### config.mk
export PLATFORM = sky130hd
export DESIGN_NAME = pfh_ctrl
export DESIGN_NICKNAME = d
export VERILOG_FILES = /design/src/rtl/pfh_pkg.sv /design/src/rtl/pfh_ctrl.sv
export SDC_FILE = /design/constraint.sdc
export NUM_CORES = 1
export LEC_CHECK = 0
export ABC_CLOCK_PERIOD_IN_PS = 1600
export BUFFER_PORTS_ARGS = -buffer_cell sky130_fd_sc_hd__buf_2
export CAP_MARGIN = 5
export CORE_AREA = 3 3 40 42
export CTS_CLUSTER_DIAMETER = 50
export DETAILED_ROUTE_END_ITERATION = 10
export DIE_AREA = 0 0 43 45
export PLACE_DENSITY_LB_ADDON = 0.3
export SLEW_MARGIN = 20
export SYNTH_ARGS = -nofsm -noshare
export SYNTH_HDL_FRONTEND = slang
export SYNTH_SLANG_ARGS = --single-unit
### constraint.sdc
create_clock -name clk -period 1.6 [get_ports clk]
set_clock_uncertainty 0.05 [all_clocks]
set_input_delay 0.32 -clock clk [delete_from_list [all_inputs] [get_ports clk]]
set_output_delay 0.32 -clock clk [all_outputs]
set_load 0.02 [all_outputs]
### src/rtl/pfh_pkg.sv
// ----------------------------------------------------------------------------
// pfh_pkg
// Shared widths, register indexes, state encoding and the command/status
// bundles of the phase folding histogram.
// ----------------------------------------------------------------------------
package pfh_pkg;

  localparam int MAX_BINS        = 256;
  localparam int PHASE_FRAC_BITS = 16;

  localparam int PHASE_W   = 40;
  localparam int AMP_W     = 24;
  localparam int IDX_W     = $clog2(MAX_BINS);
  localparam int NB_W      = 9;
  localparam int RANGE_W   = 32;
  localparam int SUM_W     = 48;
  localparam int CFG_W     = 32;
  localparam int CFG_IDX_W = 1;

  // Remainder divider: magnitude plus one spare top bit.
  localparam int DVD_W     = PHASE_W + 1;
  localparam int PROD_W    = RANGE_W + NB_W;
  localparam int CNT_W     = $clog2(DVD_W + 1);
  localparam int MOD_STEPS = DVD_W;
  localparam int IDX_STEPS = IDX_W;

  localparam logic [NB_W-1:0]    NB_RESET    = NB_W'(MAX_BINS);
  localparam logic [RANGE_W-1:0] RANGE_RESET = RANGE_W'(64'(1) << PHASE_FRAC_BITS);
  localparam logic [SUM_W-1:0]   SUM_MAX     = {1'b0, {(SUM_W-1){1'b1}}};
  localparam logic [SUM_W-1:0]   SUM_MIN     = {1'b1, {(SUM_W-1){1'b0}}};

  typedef enum logic [CFG_IDX_W-1:0] {
    REG_NUM_BINS  = 1'b0,
    REG_BIN_RANGE = 1'b1
  } cfg_reg_t;

  typedef enum logic {
    OP_ACC  = 1'b0,
    OP_READ = 1'b1
  } op_t;

  typedef enum logic [3:0] {
    S_IDLE,
    S_MOD,
    S_FOLD,
    S_MUL,
    S_IDXLD,
    S_IDX,
    S_SEL,
    S_LOAD,
    S_ADD,
    S_RLOAD,
    S_RSEND
  } state_t;

  typedef struct packed {
    logic capture;
    logic mod_load;
    logic div_step;
    logic fold;
    logic mul;
    logic idx_load;
    logic sel_bin;
    logic mem_rd;
    logic acc_wr;
    logic clr_wr;
    logic out_load;
  } cmd_t;

  typedef struct packed {
    logic div_last;
  } stat_t;

endpackage

### src/rtl/pfh_ctrl.sv
// ----------------------------------------------------------------------------
// pfh_ctrl
// Controller: sequences the fold, the two divisions, the bin update and the
// bin read, and owns the handshake state of both channels.
// ----------------------------------------------------------------------------
module pfh_ctrl
  import pfh_pkg::*;
(
  input  logic  clk,
  input  logic  rst,
  input  logic  in_valid,
  input  logic  in_op,
  output logic  in_ready,
  output logic  out_valid,
  input  logic  out_ready,
  input  stat_t stat,
  output cmd_t  cmd
);

  state_t state;
  state_t state_next;
  logic   out_free;
  logic   accept;

  assign in_ready = (state == S_IDLE);
  assign accept   = in_ready & in_valid;
  assign out_free = ~out_valid | out_ready;

  always_ff @(posedge clk) begin
    if (rst) begin
      state <= S_IDLE;
    end else begin
      state <= state_next;
    end
  end

  always_comb begin
    state_next = state;
    case (state)
      S_IDLE: begin
        if (in_valid) begin
          state_next = (op_t'(in_op) == OP_READ) ? S_RLOAD : S_MOD;
        end
      end
      S_MOD:   if (stat.div_last) state_next = S_FOLD;
      S_FOLD:  state_next = S_MUL;
      S_MUL:   state_next = S_IDXLD;
      S_IDXLD: state_next = S_IDX;
      S_IDX:   if (stat.div_last) state_next = S_SEL;
      S_SEL:   state_next = S_LOAD;
      S_LOAD:  state_next = S_ADD;
      S_ADD:   state_next = S_IDLE;
      S_RLOAD: state_next = S_RSEND;
      S_RSEND: if (out_free) state_next = S_IDLE;
      default: state_next = S_IDLE;
    endcase
  end

  always_comb begin
    cmd = '0;
    case (state)
      S_IDLE: begin
        cmd.capture  = accept;
        cmd.mod_load = accept & (op_t'(in_op) == OP_ACC);
      end
      S_MOD:   cmd.div_step = 1'b1;
      S_FOLD:  cmd.fold     = 1'b1;
      S_MUL:   cmd.mul      = 1'b1;
      S_IDXLD: cmd.idx_load = 1'b1;
      S_IDX:   cmd.div_step = 1'b1;
      S_SEL:   cmd.sel_bin  = 1'b1;
      S_LOAD:  cmd.mem_rd   = 1'b1;
      S_ADD:   cmd.acc_wr   = 1'b1;
      S_RLOAD: cmd.mem_rd   = 1'b1;
      S_RSEND: begin
        // hold the read until the result register is free
        cmd.out_load = out_free;
        cmd.clr_wr   = out_free;
      end
      default: ;
    endcase
  end

  always_ff @(posedge clk) begin
    if (rst) begin
      out_valid <= 1'b0;
    end else if (cmd.out_load) begin
      out_valid <= 1'b1;
    end else if (out_ready) begin
      out_valid <= 1'b0;
    end
  end

  a_mod_holds: assert property (@(posedge clk) disable iff (rst)
    (state == S_MOD && !stat.div_last) |=> (state == S_MOD))
    else $error("remainder loop left early");

  a_load_when_free: assert property (@(posedge clk) disable iff (rst)
    cmd.out_load |-> (!out_valid || out_ready))
    else $error("result register overwritten while full");

  a_result_from_read: assert property (@(posedge clk) disable iff (rst)
    $rose(out_valid) |-> ($past(state) == S_RSEND))
    else $error("result raised outside a read");

  a_read_path: assert property (@(posedge clk) disable iff (rst)
    (accept && op_t'(in_op) == OP_READ) |=> (state == S_RLOAD))
    else $error("read request not routed to bin read");

  a_single_write: assert property (@(posedge clk) disable iff (rst)
    !(cmd.acc_wr && cmd.clr_wr))
    else $error("two bin writes in one cycle");

endmodule

Word level (Yosys, flattened, before mapping)
Cells that the tools add are included.
W data, S select, Z words.
{"block": "totals", "register_bits": 5, "inputBits": 6, "output_inout_bits": 13, "word_cells": 43}
{"block": "classes", "eq_ne": 14, "mux": 17, "bitwise_logic": 5, "reduce_logical": 5}
{"cell": "$pmux W4 S10", "n": 1}
{"cell": "$mux W4", "n": 5}
{"cell": "$eq A4 B3 Y1 const B", "n": 4}
{"cell": "$eq A4 B4 Y1 const B", "n": 3}
{"cell": "$mux W1", "n": 9}
{"cell": "$eq A4 B2 Y1 const B", "n": 2}
{"cell": "$ne A2 B2 Y1 const B", "n": 4}
{"cell": "$eq A4 B1 Y1 const B", "n": 1}
{"cell": "$logic_not A4 Y1", "n": 1}
{"cell": "$mux W2", "n": 2}
{"cell": "$reduce_and A4 Y1", "n": 1}
{"cell": "$reduce_or A2 Y1", "n": 2}
{"cell": "$and A1 B1 Y1", "n": 2}
{"cell": "$not A1 Y1", "n": 2}
{"cell": "$reduce_bool A2 Y1", "n": 1}
{"cell": "$or A1 B1 Y1", "n": 1}

Depth between registers and ports, before layout
Gate-level depths: netlist of run 1.
{"block": "depth", "depth_word": 4, "depth_mapped": 5, "ltp_nobuf": 4}

Worst setup path before layout of run 1
Ideal clock, no wire load.
{"block": "synth_timing", "path_kind": "register -> output", "start": "register state[2]", "end": "output port cmd[9] in the netlist's numbering", "arrival_ns": 1.412, "path_slack_ns": -0.182, "stages_incl_launch_ff": 5, "cell_sequence": "dfxtp_1 > buf_6 > nor4_4 > and2_1 > and2b_1"}
{"item": "start: declaration", "line_no": "pfh_ctrl.sv:20", "source": "state_t state;"}
{"item": "start signal: assignment", "line_no": "pfh_ctrl.sv:33", "source": "state <= state_next;"}
{"item": "end: declaration", "line_no": "pfh_ctrl.sv:17", "source": "output cmd_t cmd"}

==> out/metrics.csv, run 1 <==
stage,metric,value,unit
outcome,outcome,"complete, but fails checks",
outcome,failing checks,setup timing,
clock_network,Clock Tree Root,clkbuf_4,
timing,setup ws final,-87.75,ps
clock_network,Worst-path clk slew,40,ps
power,worst ir drop on vdd,0.4536,mV
yosys,Synth Area per Inst,7.890,um2
cells_and_area,Ant. Diodes,0,
worst_hold_path,worst hold path startpoint,rst,
global_route,largest net degree at the start of global routing,12,
critical_path,register-to-register setup slack,270,ps
detailed_routing,detailed-route vias per instance,4.632,
global_route,grt ovf,0,
yosys,Yosys cell types,20,
critical_path,CP bufs+invs,1,
detailed_routing,TritonRoute pass-1 iters,4,
clock_network,clock net sink count,5,
place,routability cong.,0.6707,
detailed_routing,Iter 0 DRT Violations,5,
yosys,Mapped Nets,55,
yosys,register area share after synthesis,25.89,%
critical_path,Reg-to-Reg End,state[3]$_SDFFE_PP0P_,
power,Cell Pwr Density,1153,nW/um2
clock_network,Max clock buf depth,2,
global_route,initial antenna violation count,0,
critical_path,Critical Path AT,1320,ps
critical_path,CP Cell Sequence,nor4_4 > and2_4 > and2b_2 > buf_6,
floorplan,Top Ports,19,
worst_hold_path,hold depth,2,
timing,Final Slew Violations,0,
timing,final period utilization,105.5,%
power,Leak Pwr,0.2858,nW
place,Port Buffers,18,
critical_path,kind of start point of the critical path,flop,
cells_and_area,share of post-route cells with drive strength above 1,61.11,%
floorplan,Die X,43,um
yosys,Syn. warnings,0,
critical_path,FF-to-FF path depth,6,
yosys,Synth Cell Area,386.6,um2
timing,max_slew headroom,79.56,%
critical_path,Top delay family on crit path,simple AND/OR/NAND/NOR gates,
clock_network,clock latency on the worst-skew pair,240,ps
floorplan,Core Region,1285,um2
floorplan,Cell Rows,13,
global_route,Tot GR Track Use,10.99,%
critical_path,Crit Path Category,flop to output port,
timing,Final min period,1688,ps
critical_path,Critical Path RT,1230,ps
floorplan,Starting Density,30.09,%
detailed_routing,detailed-route via count,403,
critical_path,Critical Path Sink Type,output port,
cells_and_area,P&R area growth vs syn,58.58,%
yosys,#FFs+latches synth,5,
timing,Final Hold Fails,0,
timing,Worst-Margin Slew,306.0,ps
critical_path,max incr delay on CP,350,ps
worst_hold_path,Worst Hold Path EP,state[3]$_SDFFE_PP0P_,
detailed_routing,# DRC,0,
timing,f_max,0.5925,GHz
clock_network,CTS tree,built,
worst_hold_path,Hold WC Path Type,primary input to flop,
timing,final count of negative-setup-slack endpoints,2,
critical_path,Worst Path Max Fanout,6,
timing,total negative slack,-117.1,ps
floorplan,die height,45,um
clock_network,H-tree depth,1,
global_route,vias in the first global route,373,
place,dpl hpwl,685.4,um
run,Max-Cap Viols,0,
timing,unrepaired setup endpoints after global routing,yes,
detailed_routing,final wirelength,988,um
yosys,cell count after synthesis,49,
place,DP Worst Slack,66.13,ps
critical_path,reg2reg start,state[3]$_SDFFE_PP0P_,
detailed_routing,drt wl/cell,11.36,um
detailed_routing,Final ANT Viol Nets,0,
critical_path,slowest CP cell,dfxtp_2,
clock_network,total CTS buffers,3,
global_route,global-route wire length before repair,1.607,mm
floorplan,Die ar.,1935,um2
cells_and_area,fin nets,79,
-- cells in the mapped netlist (all sizes together) --
library cell | number | area share, %
inv | 1 | 0.97
nand2b | 5 | 8.1
nor3 | 7 | 9.1
buf | 5 | 11
nand4bb | 1 | 2.9
nor2 | 5 | 4.9
a21oi | 4 | 6.1
o22a | 1 | 2.3
mux2i | 1 | 2.6
nor2b | 4 | 6.5
xor2 | 1 | 2.3
and2 | 2 | 3.2
nor4 | 1 | 5.5
dfxtp | 5 | 26
o21ai | 3 | 3.9
nand2 | 1 | 0.97
and2b | 2 | 3.9
-- area by class of cell --
cell class | instances | area [um2]
Inverter | 1 | 3.754
Tap cell | 15 | 18.77
Multi-Input combinational cell | 38 | 286.5
Clock buffer | 4 | 26.28
Timing Repair Buffer | 24 | 165.2
Sequential cell | 5 | 112.6
Fill cell | 125 | 671.9
-- logic make-up after synthesis --
| family | Yosys count | share of synthesized area (%) |
|---|---|---|
| AOI/OAI and AO/OA | 8 | 12.30 |
| xor gates and xnor gates | 1 | 2.266 |
| buffers and inverters | 6 | 11.97 |
| DFF | 5 | 25.89 |
| muxes | 1 | 2.589 |
| and+or+nand+nor | 28 | 44.98 |
-- worst max path at each step --
stage,end,cells after the start,slack [ps],from
final,cmd[9],4,-90,state[3]$_SDFFE_PP0P_
after global routing,cmd[9],4,-140,state[3]$_SDFFE_PP0P_
after CTS,cmd[9],4,-90,state[1]$_SDFFE_PP0P_
after detailed placement,cmd[9],4,70,state[0]$_SDFFE_PP0P_
after global placement,cmd[0],4,90,state[0]$_SDFFE_PP0P_
after floorplan,cmd[9],4,-100,state[3]$_SDFFE_PP0P_
-- layer usage --
metal | vias up | wire [um] | track usage, %
met5 | - | 0 | 0
met4 | 0 | 16 | 5.422
met3 | 2 | 32 | 2.390
met2 | 9 | 490 | 18.26
met1 | 178 | 449 | 13.49
li1 | 214 | - | -
-- what timing repair did --
| action | 4_1_cts | 5_1_grt |
|---|---|---|
| setup buffers | 4 | 0 |
| gates resized for setup | 13 | 15 |
| endpoints found under the setup margin | 9 | 10 |
| hold buffers | 0 | 0 |
| pin swaps | 3 | 1 |
-- power breakdown --
part           switching, mW  internal [mW]  total [mW]
combinational          0.169          0.193       0.362
sequential            0.0455          0.149       0.195
clock                 0.0554         0.0945       0.150
total                  0.270          0.437       0.707
-- cell usage in the layout (no fill, tap or decap), types with 2 or more instances in the layout --
master and count:
buf_4 13, buf_2 9, nor3_1 5, nand2b_1 4
nor2_1 4, a21oi_1 3, clkbuf_4 3, dfxtp_4 3
and2b_2 2, nor2b_1 2, nor3_2 2, nor2b_4 2
o21ai_1 2, buf_6 2
-- flip-flops by register name, summed over array words and instances, names as in the netlist --
name	flops
state	4
out_valid	1
-- metrics by stage --
step	cell area, um2	cells	hold WS [ps]	util [%]	power (mW)
after floorplan	392.9	49	332.4	-	0.4034
after global placement	474.2	79	505.6	36.90	0.4618
after detailed placement	474.2	79	512.3	36.90	0.4635
after CTS	565.5	87	259.1	44.01	0.6694
after global routing	613.1	87	257.9	47.71	0.7618
final	613.1	87	259.0	47.71	0.7070
Note: power is estimated with default switching activity, not from simulation.
==> inputs of run 2 (changes only) <==
--- a/config.mk
+++ b/config.mk
@@ -5,7 +5,7 @@
 export SDC_FILE = /design/constraint.sdc
 export NUM_CORES = 1
 export LEC_CHECK = 0
-export ABC_CLOCK_PERIOD_IN_PS = 1600
+export ABC_CLOCK_PERIOD_IN_PS = 2000
 export BUFFER_PORTS_ARGS = -buffer_cell sky130_fd_sc_hd__buf_2
 export CAP_MARGIN = 5
 export CORE_AREA = 3 3 40 42
==> constraint.sdc (replaced) <==
create_clock -name clk -period 2 [get_ports clk]
set_clock_uncertainty 0.05 [all_clocks]
set_input_delay 0.4 -clock clk [delete_from_list [all_inputs] [get_ports clk]]
set_output_delay 0.4 -clock clk [all_outputs]
set_load 0.02 [all_outputs]
==> out/metrics.csv, run 2 (same netlist as run 1, synthesis figures left out) <==
stage,metric,value,unit,change
clock_network,Post-CTS Resized,0,,-13
run,Max-Cap Viols,0,,unchanged
detailed_routing,TritonRoute pass-1 iters,2,,-2
global_route,largest net degree at the start of global routing,12,,unchanged
timing,final count of negative-setup-slack endpoints,0,,-2
critical_path,FF-to-FF path depth,4,,-2
worst_hold_path,hold depth,2,,unchanged
cells_and_area,P&R area growth vs syn,24.27,%,
timing,total negative slack,0,ps,+117.1 ps
critical_path,Critical Path Sink Type,output port,,
timing,final period utilization,92.81,%,
global_route,Tot GR Track Use,9.409,%,-1.6 points
timing,max_slew headroom,72.50,%,-7.1 points
cells_and_area,max reg flops,4,,unchanged
timing,Final Slew Violations,0,,unchanged
floorplan,Top Ports,19,,unchanged
critical_path,Reg-to-Reg End,state[1]$_SDFFE_PP0P_,,
power,worst ir drop on vdd,0.2937,mV,-35%
cells_and_area,share of post-route cells with drive strength above 1,36.36,%,-25 points
floorplan,Die ar.,1935,um2,unchanged
worst_hold_path,worst hold path startpoint,rst,,
floorplan,Core Region,1285,um2,unchanged
power,Leak Pwr,0.2241,nW,-22%
critical_path,register-to-register setup slack,690,ps,+420 ps
timing,setup ws final,143.7,ps,+231.5 ps
power,total power,0.4654,mW,-34%
detailed_routing,detailed-route via count,366,,-9.2%
detailed_routing,Final ANT Viol Nets,0,,unchanged
cells_and_area,fin area,480.5,um2,-22%
clock_network,Clock Tree Root,clkbuf_4,,
timing,f_max,0.5387,GHz,
worst_hold_path,Hold WC Path Type,primary input to flop,,
cells_and_area,"commonest non-fill, non-tap cell in the layout",buf_2,,
global_route,grt ovf,0,,unchanged
clock_network,H-tree depth,1,,unchanged
critical_path,kind of start point of the critical path,flop,,
clock_network,hold_buf cts,0,,unchanged
clock_network,clock net sink count,5,,unchanged
detailed_routing,Iter 0 DRT Violations,1,,-4
global_route,global-route wire length before repair,1.324,mm,-18%
detailed_routing,detailed-route vias per instance,4.519,,-2.5%
detailed_routing,drt wl/cell,10.40,um,-8.5%
floorplan,Cell Rows,13,,unchanged
timing,unrepaired setup endpoints after global routing,no,,
floorplan,Die X,43,um,unchanged
place,DP Worst Slack,360.8,ps,+294.6 ps
global_route,initial antenna violation count,0,,unchanged
global_route,vias in the first global route,338,,-9.4%
worst_hold_path,Worst Hold Path EP,state[3]$_SDFFE_PP0P_,,
clock_network,Max clock buf depth,2,,unchanged
place,dpl cell area,452.9,um2,-4.5%
cells_and_area,"commonest non-fill, non-tap cells in the layout","buf_2, nor3_1, nand2b_1, nor2_1",,
detailed_routing,# DRC,0,,unchanged
outcome,outcome,finished clean,,
critical_path,reg2reg start,state[0]$_SDFFE_PP0P_,,
critical_path,Critical Path AT,1410,ps,+90 ps
power,Cell Pwr Density,968.6,nW/um2,-16%
timing,Worst-Margin Slew,412.0,ps,+106.0 ps
critical_path,Worst Path Max Fanout,11,,+5
timing,Final min period,1856,ps,
critical_path,Critical Path RT,1550,ps,+320 ps
floorplan,Starting Density,30.09,%,unchanged
floorplan,die height,45,um,unchanged
place,dpl hpwl,639,um,-6.8%
clock_network,CTS tree,built,,
clock_network,total CTS buffers,3,,unchanged
cells_and_area,Largest regs,"state x4, out_valid x1",,
place,Port Buffers,18,,unchanged
place,routability cong.,0.6546,,-2.4%
cells_and_area,fin nets,73,,-7.6%
detailed_routing,final wirelength,842,um,-15%
clock_network,clock latency on the worst-skew pair,230,ps,about the same
timing,Final Hold Fails,0,,unchanged
cells_and_area,Reg with most FFs,state,,
critical_path,Crit Path Category,flop to output port,,
clock_network,post-CTS setup buffer count,0,,-4
clock_network,Worst-path clk slew,40,ps,about the same
cells_and_area,Ant. Diodes,0,,unchanged
run 2: worst max path at each step:
| stage | startpoint | end | slack (ps) | cells past startpoint |
|---|---|---|---|---|
| global placement | state[0]$_SDFFE_PP0P_ | cmd[8] | 400 | 3 |
| floorplan | state[2]$_SDFFE_PP0P_ | cmd[9] | 140 | 4 |
| detailed placement | state[3]$_SDFFE_PP0P_ | cmd[0] | 360 | 4 |
| finish | state[0]$_SDFFE_PP0P_ | cmd[8] | 140 | 3 |
| CTS | state[3]$_SDFFE_PP0P_ | cmd[0] | 100 | 4 |
| global route | state[0]$_SDFFE_PP0P_ | cmd[3] | 40 | 3 |
run 2: final cells by class:
class	count	area, um2
Timing Repair Buffer	18	90.09
Fill cell	139	804.5
Sequential cell	5	101.3
Clock buffer	4	26.28
Tap cell	15	18.77
Multi-Input combinational cell	38	240.2
Inverter	1	3.754
run 2: critical path, cell delays in order, from the launching register on:
cell and delay [ps]:
dfxtp_1 560, nor2b_1 270, nor2b_1 170, buf_2 170
run 2: per-layer routing:
metal  global-route usage, %  share of wire (%)  routed length (um)
met3                   1.195                5.9                  50
met4                   9.036                1.4                  12
met2                   14.37                 45                 376
met1                   11.33                 48                 403
met5                       0                  0                   0
run 2: power breakdown:
part           internal (mW)  switching [mW]  total [mW]
sequential             0.115          0.0440       0.159
combinational         0.0902           0.104       0.195
clock                 0.0751          0.0365       0.112
run 2: per-stage QoR:
step | std cells | util [%] | hold WS, ps
6_report | 81 | 37.39 | 342.5
2_1_floorplan | 49 | - | 412.4
4_1_cts | 81 | 37.29 | 339.8
5_1_grt | 81 | 37.39 | 351.6
3_3_place_gp | 77 | 35.25 | 556.6
3_5_place_dp | 77 | 35.25 | 558.4
==> inputs of run 3 (changes only) <==
--- a/config.mk
+++ b/config.mk
@@ -12,7 +12,7 @@
 export CTS_CLUSTER_DIAMETER = 50
 export DETAILED_ROUTE_END_ITERATION = 10
 export DIE_AREA = 0 0 43 45
-export PLACE_DENSITY_LB_ADDON = 0.3
+export PLACE_DENSITY = 0.57
 export SLEW_MARGIN = 20
 export SYNTH_ARGS = -nofsm -noshare
 export SYNTH_HDL_FRONTEND = slang
==> out/metrics.csv, run 3 (same netlist as run 1, synthesis figures left out) <==
stage,metric,value,unit,change
cells_and_area,Largest regs,"state x4, out_valid x1",,
clock_network,post-CTS setup buffer count,0,,unchanged
power,Leak Pwr,0.2236,nW,-0.19%
cells_and_area,"commonest non-fill, non-tap cells in the layout","buf_2, nor3_1, nand2b_1, nor2_1, dfxtp_1",,
detailed_routing,Iter 0 DRT Violations,8,,+7
place,DP Worst Slack,369.8,ps,+8.996 ps
power,total power,0.4648,mW,-0.13%
cells_and_area,area of the multi-input gates,240.2,um2,unchanged
critical_path,kind of start point of the critical path,flop,,
cells_and_area,fin cells,81,,unchanged
detailed_routing,detailed-route vias per instance,4.704,,+4.1%
floorplan,Core Region,1285,um2,unchanged
detailed_routing,final wirelength,851,um,+1.1%
floorplan,Cell Rows,13,,unchanged
timing,f_max,0.5302,GHz,-1.6%
timing,total negative slack,0,ps,unchanged
cells_and_area,P&R area growth vs syn,23.95,%,
timing,max_slew headroom,72.28,%,-0.21 points
global_route,vias in the first global route,312,,-7.7%
critical_path,Critical Path Sink Type,output port,,
global_route,initial antenna violation count,0,,unchanged
critical_path,most used cell along the critical path,nand2b_1,,
critical_path,Critical Path RT,1550,ps,about the same
detailed_routing,# DRC,0,,unchanged
detailed_routing,TritonRoute pass-1 iters,2,,unchanged
clock_network,Worst-path clk slew,40,ps,about the same
timing,setup ws final,113.8,ps,-29.88 ps
timing,final period utilization,94.31,%,+1.5 points
clock_network,clock latency on the worst-skew pair,240,ps,about the same
clock_network,clock net sink count,5,,unchanged
global_route,largest net degree at the start of global routing,12,,unchanged
detailed_routing,Final ANT Viol Nets,0,,unchanged
cells_and_area,Reg with most FFs,state,,
timing,Worst-Margin Slew,415.2,ps,+3.171 ps
timing,worst hold margin,348.8,ps,+6.239 ps
timing,final count of negative-setup-slack endpoints,0,,unchanged
floorplan,Die ar.,1935,um2,unchanged
place,routability cong.,0.7008,,+7.1%
cells_and_area,share of post-route cells with drive strength above 1,34.85,%,-1.5 points
cells_and_area,Reg area,100.1,um2,-1.2%
place,dpl hpwl,672.4,um,+5.2%
timing,Final Slew Violations,0,,unchanged
cells_and_area,"commonest non-fill, non-tap cell in the layout",buf_2,,
timing,unrepaired setup endpoints after global routing,no,,
floorplan,Starting Density,30.09,%,unchanged
clock_network,H-tree depth,1,,unchanged
floorplan,Top Ports,19,,unchanged
clock_network,Clock Tree Root,clkbuf_4,,
cells_and_area,fin nets,73,,unchanged
clock_network,total CTS buffers,3,,unchanged
outcome,outcome,finished clean,,
power,Cell Pwr Density,969.9,nW/um2,+0.14%
clock_network,Max clock buf depth,2,,unchanged
clock_network,CTS tree,built,,
global_route,Tot GR Track Use,8.569,%,-0.84 points
cells_and_area,fillers,147,,+5.8%
clock_network,hold_buf cts,0,,unchanged
timing,Final min period,1886,ps,+29.88 ps
global_route,grt ovf,0,,unchanged
place,placed cell count,77,,unchanged
cells_and_area,Ant. Diodes,0,,unchanged
power,worst ir drop on vdd,0.2966,mV,+0.99%
critical_path,Critical Path AT,1440,ps,+30 ps
critical_path,Crit Path Category,flop to output port,,
critical_path,Worst Path Max Fanout,11,,unchanged
detailed_routing,detailed-route via count,381,,+4.1%
critical_path,slowest CP cell,dfxtp_1,,
floorplan,Die X,43,um,unchanged
clock_network,Post-CTS Resized,0,,unchanged
global_route,global-route wire length before repair,1.207,mm,-8.8%
detailed_routing,drt wl/cell,10.51,um,+1.1%
worst_hold_path,Hold WC Path Type,primary input to flop,,
run,Max-Cap Viols,0,,unchanged
cells_and_area,max reg flops,4,,unchanged
critical_path,max incr delay on CP,560,ps,about the same
critical_path,CP Cell Sequence,nand2b_1 > nand2b_1 > nor2_1 > buf_2,,
timing,Final Hold Fails,0,,unchanged
place,Port Buffers,18,,unchanged
floorplan,die height,45,um,unchanged
## run 3: cell counts in the layout (fill, tap and decap cells not counted)
Identical to the previous run, type by type.
## run 3: critical path, delay by kind of cell, from the launching register on
kind / cells / cell delay [ps]
flops: 1 / 560
simple gates: 3 / 460
buf+inv: 1 / 170
## run 3: final timing paths
path | from | to | slack (ps) | cells past startpoint
setup / recovery | state[3]$_SDFFE_PP0P_ | cmd[0] | 110 | 4
hold / removal | rst | state[3]$_SDFFE_PP0P_ | 350 | 2
setup reg to reg | state[3]$_SDFFE_PP0P_ | state[3]$_SDFFE_PP0P_ | 650 | 4
hold reg to reg | out_valid$_SDFFE_PP0P_ | out_valid$_SDFFE_PP0P_ | 560 | 3
## run 3: where the power goes
| part | switching (mW) | total, mW | internal, mW | leakage [nW] |
|---|---|---|---|---|
| sequential | 0.0426 | 0.157 | 0.114 | 0.0408 |
| clock | 0.0376 | 0.113 | 0.0752 | 0.0150 |
| combinational | 0.105 | 0.195 | 0.0901 | 0.168 |
## run 3: stage by stage
step,cell area (um2),util (%)
5_1_grt,479.2,37.29
2_1_floorplan,386.6,-
3_5_place_dp,452.9,35.25
3_3_place_gp,452.9,35.25
6_report,479.2,37.29
4_1_cts,479.2,37.29
## run 3: final cells by class
type	count	share of cell area [%]
Multi-Input combinational cell	38	50.13
Inverter	1	0.7833
Timing Repair Buffer	18	18.80
Sequential cell	5	20.89
Tap cell	15	3.916
Clock buffer	4	5.483
## run 3: routing by layer
| layer | share of wire, % | vias up | GRT usage, % |
|---|---|---|---|
| met5 | 0 | - | 0 |
| met4 | 1.1 | 0 | 9.036 |
| met3 | 5.3 | 2 | 1.594 |
| met2 | 50 | 7 | 13.77 |
| met1 | 44 | 173 | 9.135 |
| li1 | - | 199 | - |
